`config.mk`:
```
export PLATFORM = sky130hd
export DESIGN_NAME = tsr_cell
export DESIGN_NICKNAME = d
export VERILOG_FILES = /design/src/rtl/tsr_pkg.sv /design/src/rtl/tsr_cell.sv
export SDC_FILE = /design/constraint.sdc
export NUM_CORES = 2
export LEC_CHECK = 0
export BUFFER_PORTS_ARGS = -buffer_cell sky130_fd_sc_hd__buf_2
export CORE_MARGIN = 10
export CORE_UTILIZATION = 25
export DETAILED_ROUTE_END_ITERATION = 6
export REMOVE_ABC_BUFFERS = 1
export SYNTH_ARGS = -nofsm -noshare
export SYNTH_HDL_FRONTEND = slang
export SYNTH_SLANG_ARGS = --single-unit
```
`constraint.sdc`:
```
create_clock -name clk -period 15.85 [get_ports clk]
set_input_delay 0.7925 -clock clk [delete_from_list [all_inputs] [get_ports clk]]
set_output_delay 0.7925 -clock clk [all_outputs]
set_load 0.02 [all_outputs]
```
`src/rtl/tsr_pkg.sv`:
```
`timescale 1ns / 1ps
// Types and constants shared by the Taylor sine pipeline.
// No dependencies.
package tsr_pkg;

    localparam int ANGLE_W = 32;
    localparam int SINE_W  = 32;
    localparam int MAG_W   = 31;
    localparam int X2_W    = 34;
    localparam int T_W     = 33;
    localparam int M_W     = 31;
    localparam int SUM_W   = 36;
    localparam int RECIP_W = 30;

    localparam logic [ANGLE_W-1:0] ANGLE_LIMIT = 32'd1686629713;
    localparam logic signed [SUM_W-1:0] SINE_ONE = 36'sd1073741824;

    typedef struct packed {
        logic [X2_W-1:0]         x2;
        logic [T_W-1:0]          t;
        logic signed [SUM_W-1:0] sum;
        logic                    term_neg;
    } tsr_item_t;

endpackage

```
`src/rtl/tsr_cell.sv`:
```
`timescale 1ns / 1ps
// One series update: scale x squared by a reciprocal, multiply into the term, add or subtract it.
// Depends on tsr_pkg.
module tsr_cell #(
    parameter int IDX = 0
) (
    input  logic               clk,
    input  logic               rst_n,
    input  logic               in_valid,
    output logic               in_ready,
    input  tsr_pkg::tsr_item_t in_item,
    output logic               out_valid,
    input  logic               out_ready,
    output tsr_pkg::tsr_item_t out_item
);

    localparam longint unsigned DIVISOR = longint'((2 * IDX + 2) * (2 * IDX + 3));
    localparam longint unsigned RECIP   = ((64'd1 << 32) + DIVISOR / 2) / DIVISOR;
    localparam logic [tsr_pkg::RECIP_W-1:0] RECIP_C = RECIP[tsr_pkg::RECIP_W-1:0];

    logic                      s1_valid_reg;
    tsr_pkg::tsr_item_t        s1_item_reg;
    logic [tsr_pkg::M_W-1:0]   s1_m_reg;
    logic                      s1_ready;
    logic                      s2_valid_reg;
    tsr_pkg::tsr_item_t        s2_item_reg;
    logic                      s2_ready;

    logic [63:0]               m_prod;
    logic [63:0]               m_round;
    logic [tsr_pkg::M_W-1:0]   m_next;
    logic [63:0]               t_prod;
    logic [63:0]               t_round;
    logic [tsr_pkg::T_W-1:0]   t_next;
    logic signed [tsr_pkg::SUM_W-1:0] t_ext;
    tsr_pkg::tsr_item_t        item_next;

    assign m_prod  = 64'(in_item.x2) * 64'(RECIP_C);
    assign m_round = m_prod + (64'd1 << 31);
    assign m_next  = m_round[62:32];

    assign t_prod  = 64'(s1_item_reg.t) * 64'(s1_m_reg);
    assign t_round = t_prod + (64'd1 << 29);
    assign t_next  = t_round[62:30];
    assign t_ext   = $signed(36'(t_next));

    always_comb
    begin
        item_next.x2       = s1_item_reg.x2;
        item_next.t        = t_next;
        item_next.term_neg = !s1_item_reg.term_neg;
        item_next.sum      = item_next.term_neg ? (s1_item_reg.sum - t_ext)
                                                : (s1_item_reg.sum + t_ext);
    end

    assign s2_ready = !s2_valid_reg || out_ready;
    assign s1_ready = !s1_valid_reg || s2_ready;
    assign in_ready = s1_ready;

    always_ff @(posedge clk or negedge rst_n)
    begin
        if (!rst_n)
        begin
            s1_valid_reg <= 1'b0;
            s2_valid_reg <= 1'b0;
        end
        else
        begin
            if (s1_ready)
                s1_valid_reg <= in_valid;
            if (s2_ready)
                s2_valid_reg <= s1_valid_reg;
        end
    end

    always_ff @(posedge clk)
    begin
        if (s1_ready && in_valid)
        begin
            s1_item_reg <= in_item;
            s1_m_reg    <= m_next;
        end
        if (s2_ready && s1_valid_reg)
            s2_item_reg <= item_next;
    end

    assign out_valid = s2_valid_reg;
    assign out_item  = s2_item_reg;

endmodule

```
==> flow_metrics.py <==
metrics = {
    "place": {
        "portBuffers": 213,
        "hpwl_mm": 145.1,
        "place_ws_ns": 3.723,
        "placed_area_mm2": 0.06394,
        "gp_congestion": 0.9218,
        "dp.cells": 9159,
    },
    "clock_tree": {
        "h-tree-depth": 1,
        "clk_pin_slew_worst_paths_ns": 0.09,
        "ctsResizeCount": 0,
        "clock_latency_ns": 0.65,
        "cts-root-buf": "clkbuf_16",
        "clockBufferDepth": 3,
        "cts_sinks": 241,
        "cts_tree": "built",
        "cts_buffers": 30,
    },
    "die": {
        "start_util_pct": 25.14,
        "chipWidth_um": 506.5,
        "core_mm2": 0.2354,
        "dieArea_mm2": 0.2565,
        "die_h_um": 506.5,
        "io_pins": 214,
        "rows": 178,
    },
    "timing": {
        "worstMarginPinSlew_ns": 1.075,
        "grt_setup_unrepaired": "no",
        "fin_crit_sh_pct": 77.19,
        "hold_violations": 0,
        "clock_skew_ns": 0.04071,
        "finalCriticalPeriod_ns": 12.23,
        "slew-limit-headroom_pct": 28.08,
        "setup_viol": 0,
        "fin_ws_ns": 3.616,
        "max_freq_mhz": 81.74,
        "setup_tns_ns": 0,
        "drv_slew": 0,
    },
    "worst_setup_path": {
        "cp_data_required_time_ns": 16.23,
        "crit_slowest_cell": "edfxtp_1",
        "cp-end-kind": "flip-flop",
        "cp-start-kind": "flip-flop",
        "arrival_ns": 12.61,
        "ff2ff_setup_slack_ns": 3.62,
        "critPathKind": "reg2reg",
        "critPathMostFrequentCell": "fa_1",
        "crit_fanout": 18,
        "max_stage_delay_ns": 0.81,
    },
    "route": {
        "drt_iter0_markers": 2653,
        "drtAntennaViolNets": 0,
        "vias_per_cell": 4.516,
        "route.vias.total": 41650,
        "wirelength_mm": 181.1,
        "wl_per_cell_um": 19.64,
        "drcViolationCount": 0,
        "drt_first_pass_iters": 6,
    },
    "final_layout": {
        "fillCellCount": 24780,
        "largest_reg_flops": 104,
        "multi_input_area_mm2": 0.04536,
        "regArea_mm2": 0.007227,
        "area_delta_synth_final_pct": 9.886,
        "design_area_mm2": 0.06502,
        "drive_above_1_share_pct": 6.002,
        "final_cell_mix": "inv_1 (1,542), fa_1 (1,288), ha_1 (713)",
        "final_common_cell": "inv_1",
        "final_nets": 8151,
        "fin_cells": 9224,
    },
    "logic_synthesis": {
        "postSynthCellCount": 5935,
        "synthArstFlopShare_pct": 0.8299,
        "synth.distinct_cells": 83,
        "ys_seq_area_share_pct": 12.21,
        "synth-main-ff-cell": "edfxtp_1",
        "ys_warn_count": 0,
        "avgSynthCellArea_um2": 9.970,
        "netlist_area_mm2": 0.05917,
        "synth_edf_count": 239,
        "ys_ff_latch": 241,
    },
    "outcome": {
        "outcome": "finished, final reports clean",
    },
    "global_routing": {
        "grt_util_all_layers_pct": 14.02,
        "gr-total-overflow": 0,
        "grt_max_degree": 59,
        "antenna_found_initial": 11,
        "grt_pass1_vias": 46360,
        "grt_pass1_wl_mm": 278.2,
    },
    "hold_path": {
        "min_path_type": "in2reg",
    },
    "run": {
        "maxCapViolCount": 0,
    },
}
## cells by family (layout without fill, tap and decap cells)
group / after synthesis / after routing / synth area share [%]
adder cells (fa/ha/maj): 2001 / 2001 / 58.65
AND/OR/NAND/NOR: 1418 / 1418 / 11.81
XOR/XNOR: 124 / 124 / 1.861
other: 0 / 9 / 0
AO/OA/AOI/OAI: 392 / 392 / 4.255
flip-flops: 241 / 241 / 12.21
buffers and inverters: 1755 / 1885 / 11.14
multiplexers: 4 / 4 / 0.07189
## area by class of cell
cell class	count	area share, %
tap	3150	6.062
multi-input combinational	3939	69.76
inverter	1542	8.902
clock inverter	21	0.4080
sequential	241	11.11
clock buffer	34	1.210
antenna	9	0.03464
timing repair buffer	288	2.509
## worst paths after layout
path                                               from                         to  depth (start not counted)
worst min register to register  item_next[71]$_DFFE_PP_     out_item[71]$_DFFE_PP_                          0
worst max-delay path             s1_m_reg[13]$_DFFE_PP_     out_item[35]$_DFFE_PP_                         39
min in group asynchronous                         rst_n      out_valid$_DFFE_PN0P_                          2
worst max register to register   s1_m_reg[13]$_DFFE_PP_     out_item[35]$_DFFE_PP_                         39
max in group asynchronous                         rst_n   s1_valid_reg$_DFFE_PN0N_                          2
worst min-delay path                        in_item[41]  s1_item_reg[41]$_DFFE_PP_                          1
## through the flow
step / util, % / hold WS (ns)
after global placement: 27.16 / 0.4034
after CTS: 27.61 / 0.2849
after floorplan: - / 0.4003
after global routing: 27.62 / 0.2958
after detailed placement: 27.16 / 0.4045
final: 27.62 / 0.3211
## synthesized netlist by cell type, drive strengths merged, types with 4 or more instances
cell,instances,share of area [%]
o21ai,63,0.53
a21oi,143,1.2
xor2,50,0.74
nor4,8,0.095
a41oi,6,0.12
o31ai,4,0.051
ha,713,15
clkbuf,208,1.3
a2111oi,6,0.099
or3,14,0.16
nand2b,25,0.26
a31oi,11,0.12
a211o,4,0.059
buf,5,0.038
a21boi,6,0.076
nand2,656,4.2
nor3,40,0.37
o21bai,10,0.13
o211ai,14,0.18
nand3,30,0.26
edfxtp,239,12
o41ai,4,0.059
nor2b,13,0.14
or2,4,0.042
and2,469,5.0
xnor2,74,1.1
nand4,27,0.30
a21o,58,0.74
o21a,19,0.24
inv,1542,9.8
nor2,105,0.67
a211oi,12,0.15
and3,12,0.13
fa,1288,44
## worst max-delay path, delay by kind of cell (launching register included)
kind,cells,cell delay (ns)
buf+inv,5,0.60
compound gates,14,3.51
fa+ha+maj,10,4.87
flops,1,0.81
xor+xnor,2,0.29
simple gates,8,1.84
## what timing repair did
| item | in CTS | in global routing |
|---|---|---|
| setup endpoints to repair | 0 | 0 |
| buffers inserted | 0 | 0 |
| hold endpoints to repair | 2 | 0 |
| hold buffers | 1 | 0 |
## per-layer routing
layer	GRT usage [%]	wire length (µm)	vias to the layer above
li1	-	-	18060
met1	17.46	71340	21590
met2	24.02	88140	1610
met3	2.283	12390	389
met4	5.877	9248	4
met5	0	21	-
Power is not shown: default switching activity piles up to over one toggle a cycle in this logic, so the estimate is an artifact.
