<file path="src/rtl/tsr_pkg.sv">
`timescale 1ns / 1ps
// Types and constants shared by the Taylor sine pipeline.
// No dependencies.
package tsr_pkg;

    localparam int ANGLE_W = 32;
    localparam int SINE_W  = 32;
    localparam int MAG_W   = 31;
    localparam int X2_W    = 34;
    localparam int T_W     = 33;
    localparam int M_W     = 31;
    localparam int SUM_W   = 36;
    localparam int RECIP_W = 30;

    localparam logic [ANGLE_W-1:0] ANGLE_LIMIT = 32'd1686629713;
    localparam logic signed [SUM_W-1:0] SINE_ONE = 36'sd1073741824;

    typedef struct packed {
        logic [X2_W-1:0]         x2;
        logic [T_W-1:0]          t;
        logic signed [SUM_W-1:0] sum;
        logic                    term_neg;
    } tsr_item_t;

endpackage

</file>
<file path="src/rtl/tsr_front.sv">
`timescale 1ns / 1ps
// Head of the chain: takes magnitude and sign, clamps to pi, squares the angle.
// Depends on tsr_pkg.
module tsr_front (
    input  logic                                clk,
    input  logic                                rst_n,
    input  logic                                in_valid,
    output logic                                in_ready,
    input  logic signed [tsr_pkg::ANGLE_W-1:0] angle,
    output logic                                out_valid,
    input  logic                                out_ready,
    output tsr_pkg::tsr_item_t                  out_item
);

    logic                        a_valid_reg;
    logic                        a_neg_reg;
    logic [tsr_pkg::MAG_W-1:0]   a_mag_reg;
    logic                        a_ready;
    logic                        b_valid_reg;
    tsr_pkg::tsr_item_t          b_item_reg;
    logic                        b_ready;

    logic                        neg_next;
    logic [tsr_pkg::ANGLE_W-1:0] abs_val;
    logic [tsr_pkg::MAG_W-1:0]   mag_next;
    logic [61:0]                 sq_prod;
    logic [61:0]                 sq_round;
    logic [tsr_pkg::T_W-1:0]     x_val;
    tsr_pkg::tsr_item_t          item_next;

    assign neg_next = angle[tsr_pkg::ANGLE_W-1];
    assign abs_val  = neg_next ? (~angle + 32'd1) : angle;
    assign mag_next = (abs_val > tsr_pkg::ANGLE_LIMIT)
                    ? tsr_pkg::ANGLE_LIMIT[tsr_pkg::MAG_W-1:0]
                    : abs_val[tsr_pkg::MAG_W-1:0];

    assign sq_prod  = 62'(a_mag_reg) * 62'(a_mag_reg);
    assign sq_round = sq_prod + (62'd1 << 27);
    assign x_val    = {1'b0, a_mag_reg, 1'b0};

    always_comb
    begin
        item_next.x2       = sq_round[61:28];
        item_next.t        = x_val;
        item_next.sum      = a_neg_reg ? -$signed(36'(x_val)) : $signed(36'(x_val));
        item_next.term_neg = a_neg_reg;
    end

    assign b_ready  = !b_valid_reg || out_ready;
    assign a_ready  = !a_valid_reg || b_ready;
    assign in_ready = a_ready;

    always_ff @(posedge clk or negedge rst_n)
    begin
        if (!rst_n)
        begin
            a_valid_reg <= 1'b0;
            b_valid_reg <= 1'b0;
        end
        else
        begin
            if (a_ready)
                a_valid_reg <= in_valid;
            if (b_ready)
                b_valid_reg <= a_valid_reg;
        end
    end

    always_ff @(posedge clk)
    begin
        if (a_ready && in_valid)
        begin
            a_neg_reg <= neg_next;
            a_mag_reg <= mag_next;
        end
        if (b_ready && a_valid_reg)
            b_item_reg <= item_next;
    end

    assign out_valid = b_valid_reg;
    assign out_item  = b_item_reg;

endmodule

</file>
<file path="config.mk">
export PLATFORM = sky130hd
export DESIGN_NAME = tsr_front
export DESIGN_NICKNAME = d
export VERILOG_FILES = /design/src/rtl/tsr_pkg.sv /design/src/rtl/tsr_front.sv
export SDC_FILE = /design/constraint.sdc
export NUM_CORES = 2
export LEC_CHECK = 0
export ABC_AREA = 1
export BUFFER_PORTS_ARGS = -buffer_cell sky130_fd_sc_hd__buf_2
export CAP_MARGIN = 0
export CORE_ASPECT_RATIO = 1.25
export CORE_MARGIN = 2
export CORE_UTILIZATION = 30
export CTS_BUF_LIST = sky130_fd_sc_hd__clkbuf_8
export DETAILED_ROUTE_END_ITERATION = 10
export HOLD_SLACK_MARGIN = 0.03
export MAX_ROUTING_LAYER = met4
export PLACE_DENSITY = 0.57
export SETUP_SLACK_MARGIN = 0.4
export SLEW_MARGIN = 25
export SYNTH_ARGS = -nofsm -noshare
export SYNTH_HDL_FRONTEND = slang
export SYNTH_SLANG_ARGS = --single-unit
</file>
<file path="constraint.sdc">
create_clock -name clk -period 15.2 [get_ports clk]
set_input_delay 3.04 -clock clk [delete_from_list [all_inputs] [get_ports clk]]
set_output_delay 3.04 -clock clk [all_outputs]
set_load 0.03 [all_outputs]
</file>
==> summary.txt <==
Worst setup path
  – Setup Crit Path Kind: reg2reg
  – RR Startpoint: a_mag_reg[16]
  – CP cell instances: buf_4, nand2_1, fa_1, inv_1, fa_1, inv_1, fa_1, fa_1, inv_1, fa_1, fa_1, fa_1, inv_1, fa_1, inv_1, ha_1, nand2_1, nor2_1, inv_1, nor2_1, inv_1, o21ai_0, xor2_1
  – Crit path max-delay cell type: edfxtp_1
  – Crit path from: a_mag_reg[16]
  – Crit path DAT: approximately 8.5 ns
  – CP Max Fanout: 17
  – CP bufs+invs: 8
  – Top delay family on crit path: adder cells
  – Max incr delay on CP: 0.89 ns
  – Req. time, crit path: 15.53 ns
  – Crit path top cell by count: fa_1
  – CP endpoint kind: flop
  – Startpoint types: flop

Timing
  – Final Hold Viols: 0
  – Setup tns final: 0 ns
  – Final Max Slew Viols: 0
  – Final period util: a little over half
  – Worst clock skew: about 0.038 ns
  – RSZ-0062 raised after global routing: no
  – Min Clock Period, post-route: around 8.1 ns
  – Fmax: approximately 120 MHz
  – Slew HR: 37.2%
  – Final setup fails: 0
  – Worst slew pin tran: between 0.9 and 1 ns

Synthesis
  – Flops & latches, synth: between 100 and 150
  – Sequential area share after synthesis: a little under an eighth
  – EDFF count, synth: 132
  – Syn. warnings: 0
  – Asr flop ratio synth: under 10%
  – Cell Area, Synth: approximately 35000 µm²
  – Synth Instances: 4073
  – Synth unique cells: 54
  – Top FF cell, synth: edfxtp_1
  – Syn avg cell area: about 8.6 µm²

Placement
  – Input/output buffers: ~140
  – GP Congestion: around 0.93
  – DP Wirelength: between 80000 and 90000 µm
  – Post-Place Cells: 5691

Layout
  – Final nets: 5234
  – Layout Cells excl Fill: ~5700
  – Most frequent cells in the layout: 1353 x inv_1, 746 x fa_1, 737 x nand2_1
  – Number of flip-flops in the largest register: 100
  – Commonest non-fill, non-tap cell in the layout: inv_1
  – Area Growth Syn to Fin: 8.00%
  – Share of cells above drive strength 1: under 10%
  – Fillers: 12200

Die
  – Starting density of the core: between 30% and 40%
  – Die Width: between 300 and 400 µm
  – Total I/O pin count: 142
  – Row Count: 140
  – Die area: between 100000 and 150000 µm²
  – Core area: roughly 120000 µm²
  – Chip height: 386 µm

Clock network
  – CTS buffer count: 17
  – Clock root buffer: clkbuf_8
  – CTS tree: yes
  – Clock Sinks: 134
  – CTS resizes: 0
  – CTS max path bufs: 2
  – Clock transition at path regs: 0.12 ns
  – # hold bufs at CTS: 0
  – Skew-Pair Late Insertion Delay: between 0.6 and 0.7 ns
  – H-tree levels: 4
  – Post-CTS setup buffers: 0

Detailed routing
  – DRC errors left: 0
  – Pre-antenna DRT Iters: 7
  – Routed Antenna Nets: 0
  – Detailed-route via count: about 25000
  – Vias/cell: 4.44
  – Initial DRC count: 1300
  – Routed Wire Length: between 100000 and 150000 µm
  – WL per Instance: approximately 18 µm

Global routing
  – Antenna violations before repair: 0
  – Vias in the first global route: about 28000
  – First-pass GRT wire length: 159000 µm
  – Largest net degree at the start of global routing: between 60 and 70
  – Total gr overflow: 0
  – GR Util All Layers: a little under a fifth

Worst hold path
  – HP Class: reg2reg
  – HP Start: a_valid_reg

Run
  – Max-Cap Viols: 0

Outcome
  – Status: finished, final reports clean
## synth_stat cells, drive strengths merged (3+ instances only)
| library cell | number | share of area [%] |
|---|---|---|
| o21ai | 81 | 1.2 |
| nand3 | 60 | 0.99 |
| a21oi | 118 | 1.8 |
| nand3b | 12 | 0.26 |
| buf | 24 | 0.44 |
| a31oi | 11 | 0.20 |
| ha | 304 | 11 |
| a21o | 8 | 0.17 |
| nor2 | 193 | 2.3 |
| a21boi | 4 | 0.086 |
| inv | 1355 | 15 |
| nand4 | 16 | 0.33 |
| o21bai | 13 | 0.28 |
| xnor2 | 18 | 0.45 |
| or2 | 5 | 0.089 |
| xor2 | 71 | 1.8 |
| nor3 | 16 | 0.29 |
| fa | 746 | 43 |
| a221oi | 3 | 0.075 |
| o21a | 9 | 0.19 |
| clkbuf | 97 | 1.0 |
| nand2 | 760 | 8.3 |
| edfxtp | 132 | 11 |
## per-layer routing
metal  global-route usage (%)  vias to the layer above  share of wire, %
met3                     2.26                      148               4.6
li1                         -                    11800                 -
met5                        -                        -                 0
met1                     21.7                    12800                41
met2                     31.4                      639                51
met4                     6.57                        0               3.8
## final timing paths
path                                 to  slack, ns  cells past startpoint
max in group asynchronous   a_valid_reg      12.91                      1
hold / removal                out_valid       0.53                      2
min in group asynchronous   a_valid_reg       2.20                      1
setup / recovery           out_item[73]       7.06                     23
hold reg to reg               out_valid       0.53                      2
setup reg to reg           out_item[73]       7.06                     23
## worst min-delay path: cells and delay by family, from the launching register on
kind / cells / cell delay (ns)
buf+inv: 1 / 0.08
flops: 1 / 0.37
simple gates: 1 / 0.06
## cell type report
class / count / area [µm²] / area share (%)
Antenna cell: 1 / 2.50 / 0.00661
Clock buffer: 17 / 234 / 0.618
Clock inverter: 15 / 144 / 0.380
Inverter: 1356 / 5090 / 13.4
Multi-Input combinational cell: 2464 / 25500 / 67.2
Sequential cell: 134 / 4010 / 10.6
Tap cell: 1562 / 1950 / 5.16
Timing Repair Buffer: 175 / 968 / 2.56
## cells by family (layout without fill, tap and decap cells)
group	Yosys count	after routing	share of synthesized area (%)
other cells	1	4	0.0107
flops	134	134	11.5
compound gates	256	256	4.18
simple gates	1066	1066	12.7
fa+ha+maj	1050	1050	53.5
buf+inv	1477	1563	16.0
xor+xnor	89	89	2.22
## through the flow
| step | hold slack [ns] | instance area, µm² | utilization (%) | setup slack [ns] |
|---|---|---|---|---|
| 2_1_floorplan | 0.424 | 35100 | - | 6.70 |
| 3_3_place_gp | 0.502 | 37500 | 32.3 | 7.26 |
| 3_5_place_dp | 0.511 | 37500 | 32.3 | 7.18 |
| 4_1_cts | 0.541 | 37900 | 32.6 | 7.12 |
| 5_1_grt | 0.565 | 37900 | 32.6 | 6.85 |
| 6_report | 0.529 | 37900 | 32.6 | 7.06 |
Power is not shown: default switching activity piles up to over one toggle a cycle in this logic, so the estimate is an artifact.
