===== config.mk =====
export PLATFORM = sky130hd
export DESIGN_NAME = tsr_tail
export DESIGN_NICKNAME = d
export VERILOG_FILES = /design/src/rtl/tsr_pkg.sv /design/src/rtl/tsr_tail.sv
export SDC_FILE = /design/constraint.sdc
export NUM_CORES = 1
export LEC_CHECK = 0
export BUFFER_PORTS_ARGS = -buffer_cell sky130_fd_sc_hd__buf_2
export CORE_MARGIN = 8
export CORE_UTILIZATION = 34
export CTS_CLUSTER_SIZE = 14
export DETAILED_ROUTE_END_ITERATION = 12
export MAX_ROUTING_LAYER = met4
export PLACE_DENSITY = 0.78
export SETUP_SLACK_MARGIN = 0.1
export SYNTH_ARGS = -nofsm -noshare
export SYNTH_HDL_FRONTEND = slang
export SYNTH_SLANG_ARGS = --single-unit
export TNS_END_PERCENT = 10

===== constraint.sdc =====
create_clock -name clk -period 2.3 [get_ports clk]
set_input_delay 0.115 -clock clk [delete_from_list [all_inputs] [get_ports clk]]
set_output_delay 0.115 -clock clk [all_outputs]
set_load 0.03 [all_outputs]

===== src/rtl/tsr_pkg.sv =====
`timescale 1ns / 1ps
// Types and constants shared by the Taylor sine pipeline.
// No dependencies.
package tsr_pkg;

    localparam int ANGLE_W = 32;
    localparam int SINE_W  = 32;
    localparam int MAG_W   = 31;
    localparam int X2_W    = 34;
    localparam int T_W     = 33;
    localparam int M_W     = 31;
    localparam int SUM_W   = 36;
    localparam int RECIP_W = 30;

    localparam logic [ANGLE_W-1:0] ANGLE_LIMIT = 32'd1686629713;
    localparam logic signed [SUM_W-1:0] SINE_ONE = 36'sd1073741824;

    typedef struct packed {
        logic [X2_W-1:0]         x2;
        logic [T_W-1:0]          t;
        logic signed [SUM_W-1:0] sum;
        logic                    term_neg;
    } tsr_item_t;

endpackage


===== src/rtl/tsr_tail.sv =====
`timescale 1ns / 1ps
// End of the chain: saturates the sum to plus or minus one and holds the output item.
// Depends on tsr_pkg.
module tsr_tail (
    input  logic                               clk,
    input  logic                               rst_n,
    input  logic                               in_valid,
    output logic                               in_ready,
    input  tsr_pkg::tsr_item_t                 in_item,
    output logic                               out_valid,
    input  logic                               out_ready,
    output logic signed [tsr_pkg::SINE_W-1:0] sine
);

    logic                               valid_reg;
    logic signed [tsr_pkg::SINE_W-1:0] sine_reg;
    logic signed [tsr_pkg::SINE_W-1:0] sine_next;

    always_comb
    begin
        priority if (in_item.sum > tsr_pkg::SINE_ONE)
            sine_next = tsr_pkg::SINE_ONE[tsr_pkg::SINE_W-1:0];
        else if (in_item.sum < -tsr_pkg::SINE_ONE)
            sine_next = -tsr_pkg::SINE_ONE[tsr_pkg::SINE_W-1:0];
        else
            sine_next = in_item.sum[tsr_pkg::SINE_W-1:0];
    end

    assign in_ready = !valid_reg || out_ready;

    always_ff @(posedge clk or negedge rst_n)
    begin
        if (!rst_n)
            valid_reg <= 1'b0;
        else if (in_ready)
            valid_reg <= in_valid;
    end

    always_ff @(posedge clk)
    begin
        if (in_ready && in_valid)
            sine_reg <= sine_next;
    end

    assign out_valid = valid_reg;
    assign sine      = sine_reg;

endmodule


==> results.json, run 1 <==
{
  "clock_skew_ps": 5.57,
  "wl_per_cell_um": 14.5,
  "cts_made_buffers": 5,
  "synth_warnings": 0,
  "drt_iter0_drc": 50,
  "portBuffers": 73,
  "die-area_mm2": 0.00624,
  "ant_nets": 0,
  "clock_latency_ps": 280,
  "io_pins": 142,
  "grt_max_degree": 31,
  "clk_pin_slew_ps": 70,
  "period_share_pct": 63.8,
  "status": "finished, final reports clean",
  "grt_setup_unrepaired": "false",
  "max-cap-violations": 0,
  "critPathLaunchType": "flop",
  "synth_seq_area_share_pct": 73.0,
  "start_util_pct": 34.5,
  "nNetsFinal": 274,
  "synth_area_mm2": 0.00135,
  "core-area_mm2": 0.00391,
  "hpwl_um": 2520,
  "gr-total-overflow": 0,
  "design_area_mm2": 0.00190,
  "core.rowCount": 23,
  "antenna_found_initial": 0,
  "crit_type": "flop to flop",
  "synth_area_per_cell_um2": 15.3,
  "p_sw_share_pct": 23.5,
  "vias": 944,
  "required_ps": 2290,
  "cts_setup_buffers": 0,
  "cts-root-buf": "clkbuf_8",
  "syn_to_final_growth_pct": 40.6,
  "total_power_w": 0.00140,
  "largest_reg_flops": 32,
  "first_global_vias": 996,
  "switchingPower_w": 0.000329,
  "cts_resized": 0,
  "irDropWorstVdd_uv": 334,
  "die_y_um": 79.0,
  "drv_slew": 0,
  "die_x_um": 79.0,
  "synth_cell_types": 19,
  "ys_seq_elements": 33,
  "p_int_w": 0.00107,
  "gp_congestion": 0.743,
  "clkPwrFrac_pct": 38.8,
  "place_area_mm2": 0.00177,
  "min_path_type": "input port to flop",
  "final_util_pct": 48.5,
  "insertedDiodeCount": 0,
  "synth-edff-count": 32,
  "crit_fanout": 24,
  "slew_headroom_pct": 65.3,
  "synth_cells": 88,
  "cts_tree": "done",
  "arrival_ps": 1460,
  "combPwrFrac_pct": 11.7,
  "drc_errors": 0,
  "grt_usage_pct": 10.7,
  "synth_flop_cell": "edfxtp_1",
  "cts.sinks": 33,
  "drive_above_1_share_pct": 52.7,
  "worstMarginPinSlew_ps": 521,
  "yosys-top-cells-count": "edfxtp_1, nor2b_1, nor4_1",
  "pwr-share-seq_pct": 49.5,
  "setup_violations": 0,
  "finalCriticalPeriod_ps": 1470,
  "yosys.area.top_type": "edfxtp_1",
  "p_leak_nw": 0.769,
  "cts_hold_buf": 1,
  "finalSetupTns_ps": 0,
  "hold_slack_ps": 27.9,
  "synthArstFlopShare_pct": 3.03,
  "r2r_setup_slack_ps": 830,
  "viasPerCell": 4.35,
  "totalWireLength_um": 3150,
  "cts_max_level": 2,
  "dr.pass1.iters": 4,
  "timing.fmax_mhz": 682,
  "synth_top_area_share_pct": 71.2,
  "max-clock-path-buffers": 2,
  "worstSetupEndpointType": "flop",
  "postSynthNetCount": 196,
  "power_density_mw_per_mm2": 737,
  "yosysMostFrequentCell": "edfxtp_1",
  "finalHoldViolations": 0,
  "grt_pass1_wl_um": 4890,
  "synth.area.top_cells": "edfxtp_1, nor2b_1, dfrtp_1"
}
==> placed cells by master (no fill, tap or decap) <==
cell type | synthesis | routed
clkbuf_8 | 0 | 5
nor2b_1 | 29 | 29
or3_1 | 1 | 1
buf_2 | 2 | 73
buf_12 | 0 | 1
and2_1 | 1 | 1
or2_2 | 1 | 1
nand4_1 | 3 | 3
edfxtp_1 | 32 | 32
nand2b_1 | 2 | 2
nand2_1 | 2 | 2
o22a_2 | 1 | 1
a21boi_2 | 1 | 1
bufinv_16 | 0 | 1
dlygate4sd3_1 | 0 | 1
clkinv_4 | 0 | 1
nor4b_2 | 1 | 1
dfrtp_1 | 1 | 1
nor4_1 | 4 | 4
nor3_1 | 2 | 2
nor2_1 | 1 | 1
nor4_2 | 2 | 2
clkinvlp_4 | 0 | 1
==> per-stage QoR <==
| step | worst slack [ps] | std cells |
|---|---|---|
| 2_1_floorplan | 238 | 88 |
| 3_3_place_gp | 829 | 208 |
| 3_5_place_dp | 819 | 208 |
| 4_1_cts | 814 | 217 |
| 5_1_grt | 729 | 217 |
| 6_report | 833 | 217 |
==> logic make-up after synthesis <==
kind of cell / after synthesis / share of synthesized area (%)
buffers and inverters: 4 / 1.85
AOI/OAI and AO/OA: 2 / 1.58
and+or+nand+nor: 49 / 23.5
DFF: 33 / 73.0
==> power groups by stage <==
stage                     combinational, W  sequential (W)  clock, W
after floorplan                  0.0000342        0.000759         0
after global placement            0.000164        0.000704         0
after detailed placement          0.000165        0.000705         0
after CTS                         0.000167        0.000692  0.000560
after global routing              0.000176        0.000695  0.000584
final                             0.000164        0.000692  0.000543
==> path summary, 6_finish.rpt <==
| kind | end | cells after the start | start |
|---|---|---|---|
| max in group asynchronous | out_valid$_DFFE_PN0N_ | 2 | rst_n |
| setup / recovery | sine[15]$_SDFFCE_PP0P_ | 3 | out_valid$_DFFE_PN0N_ |
| min in group asynchronous | out_valid$_DFFE_PN0N_ | 2 | rst_n |
| hold reg to reg | out_valid$_DFFE_PN0N_ | 2 | out_valid$_DFFE_PN0N_ |
| hold / removal | out_valid$_DFFE_PN0N_ | 2 | in_valid |
| setup reg to reg | sine[15]$_SDFFCE_PP0P_ | 3 | out_valid$_DFFE_PN0N_ |
==> worst max-delay path, stage by stage (launching register included) <==
cell and delay [ps]:
dfrtp_1 380, nand2b_1 100, and2_1 440, buf_12 250
==> final cells by class <==
type | count | area [um^2]
clock inverter | 3 | 46.3
sequential | 33 | 986
timing repair buffer | 75 | 395
clock buffer | 5 | 68.8
fill | 366 | 2020
multi-input combinational | 51 | 339
tap | 50 | 62.6
==> layer usage <==
metal | share of wire [%] | global-route usage, %
met1 | 44 | 13.3
met2 | 43 | 14.6
met3 | 10 | 3.95
met4 | 2.3 | 6.11
met5 | 0 | -
Power figures use the tool's default switching activity.
==> run 2: changes to the inputs <==
--- a/config.mk
+++ b/config.mk
@@ -5,13 +5,14 @@
 export SDC_FILE = /design/constraint.sdc
 export NUM_CORES = 1
 export LEC_CHECK = 0
+export ABC_AREA = 1
 export BUFFER_PORTS_ARGS = -buffer_cell sky130_fd_sc_hd__buf_2
 export CORE_MARGIN = 8
-export CORE_UTILIZATION = 34
+export CORE_UTILIZATION = 33
 export CTS_CLUSTER_SIZE = 14
 export DETAILED_ROUTE_END_ITERATION = 12
 export MAX_ROUTING_LAYER = met4
-export PLACE_DENSITY = 0.78
+export PLACE_DENSITY = 0.76
 export SETUP_SLACK_MARGIN = 0.1
 export SYNTH_ARGS = -nofsm -noshare
 export SYNTH_HDL_FRONTEND = slang
==> constraint.sdc (replaced) <==
create_clock -name clk -period 1.31 [get_ports clk]
set_input_delay 0.0655 -clock clk [delete_from_list [all_inputs] [get_ports clk]]
set_output_delay 0.0655 -clock clk [all_outputs]
set_load 0.03 [all_outputs]
==> results.json, run 2 <==
{
  "status": "finished, final reports clean",
  "ant_nets": 0,
  "r2r_start": "out_valid$_DFFE_PN0N_",
  "layout_common_cells": "buf_2, inv_1, nor2_2, edfxtp_1, nor2_1",
  "grt_usage_pct": 9.78,
  "period_share_pct": 85.1,
  "placed_cells": 268,
  "drive_above_1_share_pct": 55.6,
  "nNetsFinal": 330,
  "postSynthNetCount": 250,
  "insertedDiodeCount": 0,
  "largest_reg_flops": 32,
  "hpwl_um": 2690,
  "synth-edff-count": 32,
  "worstSetupEndpointType": "flop",
  "post-place-ws_ps": 57.0,
  "synth_seq_area_share_pct": 64.1,
  "irDropWorstVdd_uv": 405,
  "core.rowCount": 25,
  "critPathLaunchType": "flop",
  "drc_errors": 0,
  "min_path_type": "input port to flop",
  "arrival_ps": 1090,
  "totalWireLength_um": 3340,
  "synthArstFlopShare_pct": 3.03,
  "setup_violations": 0,
  "fin_cells": 277,
  "cts_setup_buffers": 0,
  "grt_max_degree": 33,
  "syn_to_final_growth_pct": 37.8,
  "min_from": "in_valid",
  "crit_type": "flop to flop",
  "portBuffers": 73,
  "finalHoldViolations": 0,
  "grt_setup_unrepaired": "false",
  "gr-total-overflow": 0,
  "total_power_w": 0.00262,
  "max-clock-path-buffers": 2,
  "crit_chain": "a21oi_4 -> buf_12",
  "synth.area.top_cells": "edfxtp_1, nor2_2, inv_1",
  "die_x_um": 84.3,
  "synth_cell_types": 16,
  "core-area_mm2": 0.00460,
  "seqCellArea_um2": 987,
  "slowest_stage": "dfrtp_2",
  "io_pins": 142,
  "viasPerCell": 4.09,
  "antenna_found_initial": 0,
  "dr.pass1.iters": 4,
  "p_leak_nw": 1.01,
  "reg2reg_to": "sine[30]$_SDFFCE_PP1P_",
  "cpPeakStageDelay_ps": 430,
  "r2r_setup_slack_ps": 190,
  "worst_slack_ps": 195,
  "finalCriticalPeriod_ps": 1120,
  "cts_made_buffers": 5,
  "synth_warnings": 0,
  "gp_congestion": 0.755,
  "die_y_um": 84.3,
  "crit_fanout": 32,
  "clk_pin_slew_ps": 70,
  "grt_pass1_wl_um": 5210,
  "crit_family": "flip-flops",
  "required_ps": 1280,
  "yosys-top-cells-count": "inv_1, nor2_2, edfxtp_1",
  "ys_seq_elements": 33,
  "max-cap-violations": 0,
  "synth_cells": 142,
  "synth_area_mm2": 0.00154,
  "cts_tree": "done",
  "rr_worst_depth": 2,
  "synth_top_area_share_pct": 62.4,
  "timing.fmax_mhz": 897,
  "slew_headroom_pct": 84.7,
  "critPathBufInv": 1,
  "worstMarginPinSlew_ps": 227,
  "synth_flop_cell": "edfxtp_1",
  "wl_per_cell_um": 12.0,
  "clock_skew_ps": 7.52,
  "drt_iter0_drc": 34,
  "holdPathEnd": "out_valid$_DFFE_PN0N_",
  "cts_hold_buf": 1,
  "n_fill_cell": 442,
  "power_density_mw_per_mm2": 1230,
  "hold_slack_ps": 11.8,
  "cts_max_level": 2,
  "yosys.area.top_type": "edfxtp_1",
  "synth_area_per_cell_um2": 10.8,
  "cts.sinks": 33,
  "die-area_mm2": 0.00710,
  "drv_slew": 0,
  "vias": 1133,
  "mostFrequentLayoutCell": "buf_2",
  "cts-root-buf": "clkbuf_8",
  "multiInputGateArea_um2": 395,
  "clock_latency_ps": 280,
  "finalSetupTns_ps": 0,
  "hold_depth": 3,
  "cts_resized": 0,
  "first_global_vias": 1141,
  "start_util_pct": 33.5
}
==> run 2: worst min-delay path, delay by kind of cell <==
kind / cells / cell delay (ps)
buffers and inverters: 2 / 140
AND/OR/NAND/NOR: 1 / 60
==> run 2: logic make-up after synthesis <==
| family | Yosys count | share of synthesized area, % |
|---|---|---|
| AO/OA/AOI/OAI | 3 | 1.38 |
| buffers and inverters | 39 | 11.0 |
| flip-flops | 33 | 64.1 |
| AND/OR/NAND/NOR | 67 | 23.6 |
==> run 2: per-layer routing <==
metal	vias up	GRT usage (%)	wire length (um)
met4	0	4.71	62
li1	588	-	-
met5	-	-	0
met2	43	17.0	1730
met1	497	8.77	1260
met3	5	4.55	290
==> run 2: area by class of cell <==
| cell class | instances | share of cell area, % |
|---|---|---|
| multi-input combinational | 70 | 18.6 |
| timing repair buffer | 77 | 19.9 |
| tap | 54 | 3.19 |
| clock inverter | 1 | 1.42 |
| sequential | 33 | 46.5 |
| inverter | 35 | 6.19 |
| clock buffer | 7 | 4.07 |
==> run 2: worst max-delay path by stage <==
| stage | from | to | slack, ps | depth (start not counted) |
|---|---|---|---|---|
| 5_1_grt | out_valid$_DFFE_PN0N_ | sine[0]$_SDFFCE_PP0P_ | 160 | 2 |
| 3_5_place_dp | in_item[29] | sine[22]$_SDFFCE_PP0P_ | 60 | 9 |
| 6_report | out_valid$_DFFE_PN0N_ | sine[30]$_SDFFCE_PP1P_ | 190 | 2 |
| 4_1_cts | out_valid$_DFFE_PN0N_ | sine[1]$_SDFFCE_PP0P_ | 190 | 2 |
| 2_1_floorplan | out_valid$_DFFE_PN0N_ | sine[0]$_SDFFCE_PP0P_ | -180 | 1 |
| 3_3_place_gp | in_item[29] | sine[7]$_SDFFCE_PP0P_ | 80 | 9 |
==> run 2: power breakdown <==
group	switching, W	total [W]	internal, W
clock	0.000352	0.000972	0.000620
combinational	0.000271	0.000407	0.000136
sequential	0.0000128	0.00124	0.00122
==> run 2: per-stage QoR <==
step	instance area (um^2)	utilization [%]
after floorplan	1550	-
after global placement	1990	43.4
after detailed placement	1990	43.4
after CTS	2120	46.1
after global routing	2120	46.1
final	2120	46.1
==> run 3: changes to the inputs <==
--- a/config.mk
+++ b/config.mk
@@ -5,14 +5,14 @@
 export SDC_FILE = /design/constraint.sdc
 export NUM_CORES = 1
 export LEC_CHECK = 0
-export ABC_AREA = 1
+export ABC_AREA = 0
 export BUFFER_PORTS_ARGS = -buffer_cell sky130_fd_sc_hd__buf_2
 export CORE_MARGIN = 8
-export CORE_UTILIZATION = 33
+export CORE_UTILIZATION = 31
 export CTS_CLUSTER_SIZE = 14
 export DETAILED_ROUTE_END_ITERATION = 12
 export MAX_ROUTING_LAYER = met4
-export PLACE_DENSITY = 0.76
+export PLACE_DENSITY = 0.75
 export SETUP_SLACK_MARGIN = 0.1
 export SYNTH_ARGS = -nofsm -noshare
 export SYNTH_HDL_FRONTEND = slang
==> results.json, run 3 (synthesis gave the netlist of run 1 again) <==
{
  "status": "finished, final reports clean",
  "crit_type": "flop to flop",
  "drt_iter0_drc": 56,
  "gr-total-overflow": 0,
  "dr.pass1.iters": 4,
  "io_pins": 142,
  "grt_max_degree": 31,
  "power_density_mw_per_mm2": 1270,
  "drc_errors": 0,
  "cts_max_level": 2,
  "worstSetupEndpointType": "flop",
  "vias": 1012,
  "r2r_setup_slack_ps": 190,
  "drive_above_1_share_pct": 54.4,
  "min_from": "out_ready",
  "worstMarginPinSlew_ps": 551,
  "cts_setup_buffers": 0,
  "die-area_mm2": 0.00672,
  "period_share_pct": 85.2,
  "start_util_pct": 31.7,
  "pwr-share-seq_pct": 49.1,
  "layout_common_cells": "buf_2, edfxtp_1, nor2b_1, clkbuf_8, nor4_1",
  "clock_latency_ps": 280,
  "crit_fanout": 24,
  "timing.fmax_mhz": 896,
  "mostFrequentLayoutCell": "buf_2",
  "setup_violations": 0,
  "final_util_pct": 45.7,
  "totalWireLength_um": 3350,
  "viasPerCell": 4.54,
  "holdPathEnd": "out_valid$_DFFE_PN0N_",
  "finalCriticalPeriod_ps": 1120,
  "wl_per_cell_um": 15.0,
  "finalHoldViolations": 0,
  "rr_worst_depth": 3,
  "slew_headroom_pct": 63.3,
  "min_path_type": "input port to flop",
  "slowest_stage": "dfrtp_2",
  "drv_slew": 0,
  "worst_slack_ps": 194,
  "switchingPower_w": 0.000586,
  "hold_depth": 3,
  "critPathLaunchType": "flop",
  "cts.sinks": 33,
  "gp_congestion": 0.750,
  "p_int_w": 0.00189,
  "max-cap-violations": 0,
  "cts_made_buffers": 5,
  "insertedDiodeCount": 0,
  "die_y_um": 82.0,
  "r2r_start": "out_valid$_DFFE_PN0N_",
  "cts_tree": "done",
  "post-place-ws_ps": -55.3,
  "clk_pin_slew_ps": 70,
  "p_leak_nw": 0.795,
  "antenna_found_initial": 0,
  "place_area_mm2": 0.00180,
  "clkPwrFrac_pct": 38.7,
  "irDropWorstVdd_uv": 518,
  "die_x_um": 82.0,
  "cts_resized": 0,
  "ant_nets": 0,
  "required_ps": 1300,
  "grt_setup_unrepaired": "false",
  "reg2reg_to": "sine[18]$_SDFFCE_PP0P_",
  "crit_chain": "nand2b_4 -> and2_4 -> buf_12",
  "first_global_vias": 1029,
  "largest_reg_flops": 32,
  "cpPeakStageDelay_ps": 420,
  "clock_skew_ps": 4.43,
  "cts-root-buf": "clkbuf_8",
  "nNetsFinal": 278,
  "max-clock-path-buffers": 2,
  "total_power_w": 0.00248,
  "core.rowCount": 24,
  "syn_to_final_growth_pct": 44.2,
  "arrival_ps": 1110,
  "design_area_mm2": 0.00195,
  "p_sw_share_pct": 23.7,
  "grt_usage_pct": 10.2,
  "core-area_mm2": 0.00426,
  "combPwrFrac_pct": 12.2,
  "grt_pass1_wl_um": 4860,
  "portBuffers": 73
}
-- run 3: cell types whose count changed in the layout (fill, tap and decap cells not counted), sizes merged, moves of 2 or more --
cell         before  now
clkbuf            7    5
dlygate4sd3       1    3
inv              35    0
nand2            12    2
nand2b            0    2
nand3             3    0
nor2             50    1
nor2b             0   29
nor3              0    2
nor4              0    6
-- run 3: power groups by stage --
stage	logic [W]	registers (W)	clock network, W
floorplan	0.0000641	0.00133	0
global placement	0.000296	0.00124	0
detailed placement	0.000299	0.00124	0
CTS	0.000306	0.00122	0.000990
global route	0.000322	0.00122	0.00103
finish	0.000303	0.00122	0.000957
-- run 3: layout make-up --
class	instances	area, um^2
Clock inverter	3	46.3
Fill cell	403	2320
Tap cell	52	65.1
Sequential cell	33	987
Multi-Input combinational cell	51	349
Clock buffer	5	68.8
Timing Repair Buffer	79	430
-- run 3: worst max path at each step --
stage,endpoint,slack (ps),from
after floorplan,sine[0]$_SDFFCE_PP0P_,-10,out_valid$_DFFE_PN0N_
after global placement,sine[15]$_SDFFCE_PP0P_,-20,in_item[8]
after detailed placement,sine[15]$_SDFFCE_PP0P_,-60,in_item[8]
after CTS,sine[0]$_SDFFCE_PP0P_,190,out_valid$_DFFE_PN0N_
after global routing,sine[24]$_SDFFCE_PP0P_,160,out_valid$_DFFE_PN0N_
final,sine[18]$_SDFFCE_PP0P_,190,out_valid$_DFFE_PN0N_
-- run 3: timing repair --
action | CTS | global route
hold buffers | 3 | 0
hold endpoints to repair | 3 | 0
setup endpoints to repair | 0 | 0
-- run 3: metal layers --
layer / vias to the layer above / global-route usage (%) / wire [um]
li1: 487 / - / -
met1: 458 / 11.7 / 1430
met2: 58 / 14.7 / 1450
met3: 9 / 3.61 / 360
met4: 0 / 7.02 / 104
met5: - / - / 0
-- run 3: critical path, delay by kind of cell, from the launching register on --
kind / cells / cell delay (ps)
flops: 1 / 420
simple gates: 2 / 230
buf+inv: 1 / 170
-- run 3: metrics by stage --
stage	TNS, ps	hold slack, ps	instances
after floorplan	-438	-230	88
after global placement	-20.1	-159	212
after detailed placement	-55.3	-158	212
after CTS	0	43.1	223
after global routing	0	42.7	223
final	0	58.2	223
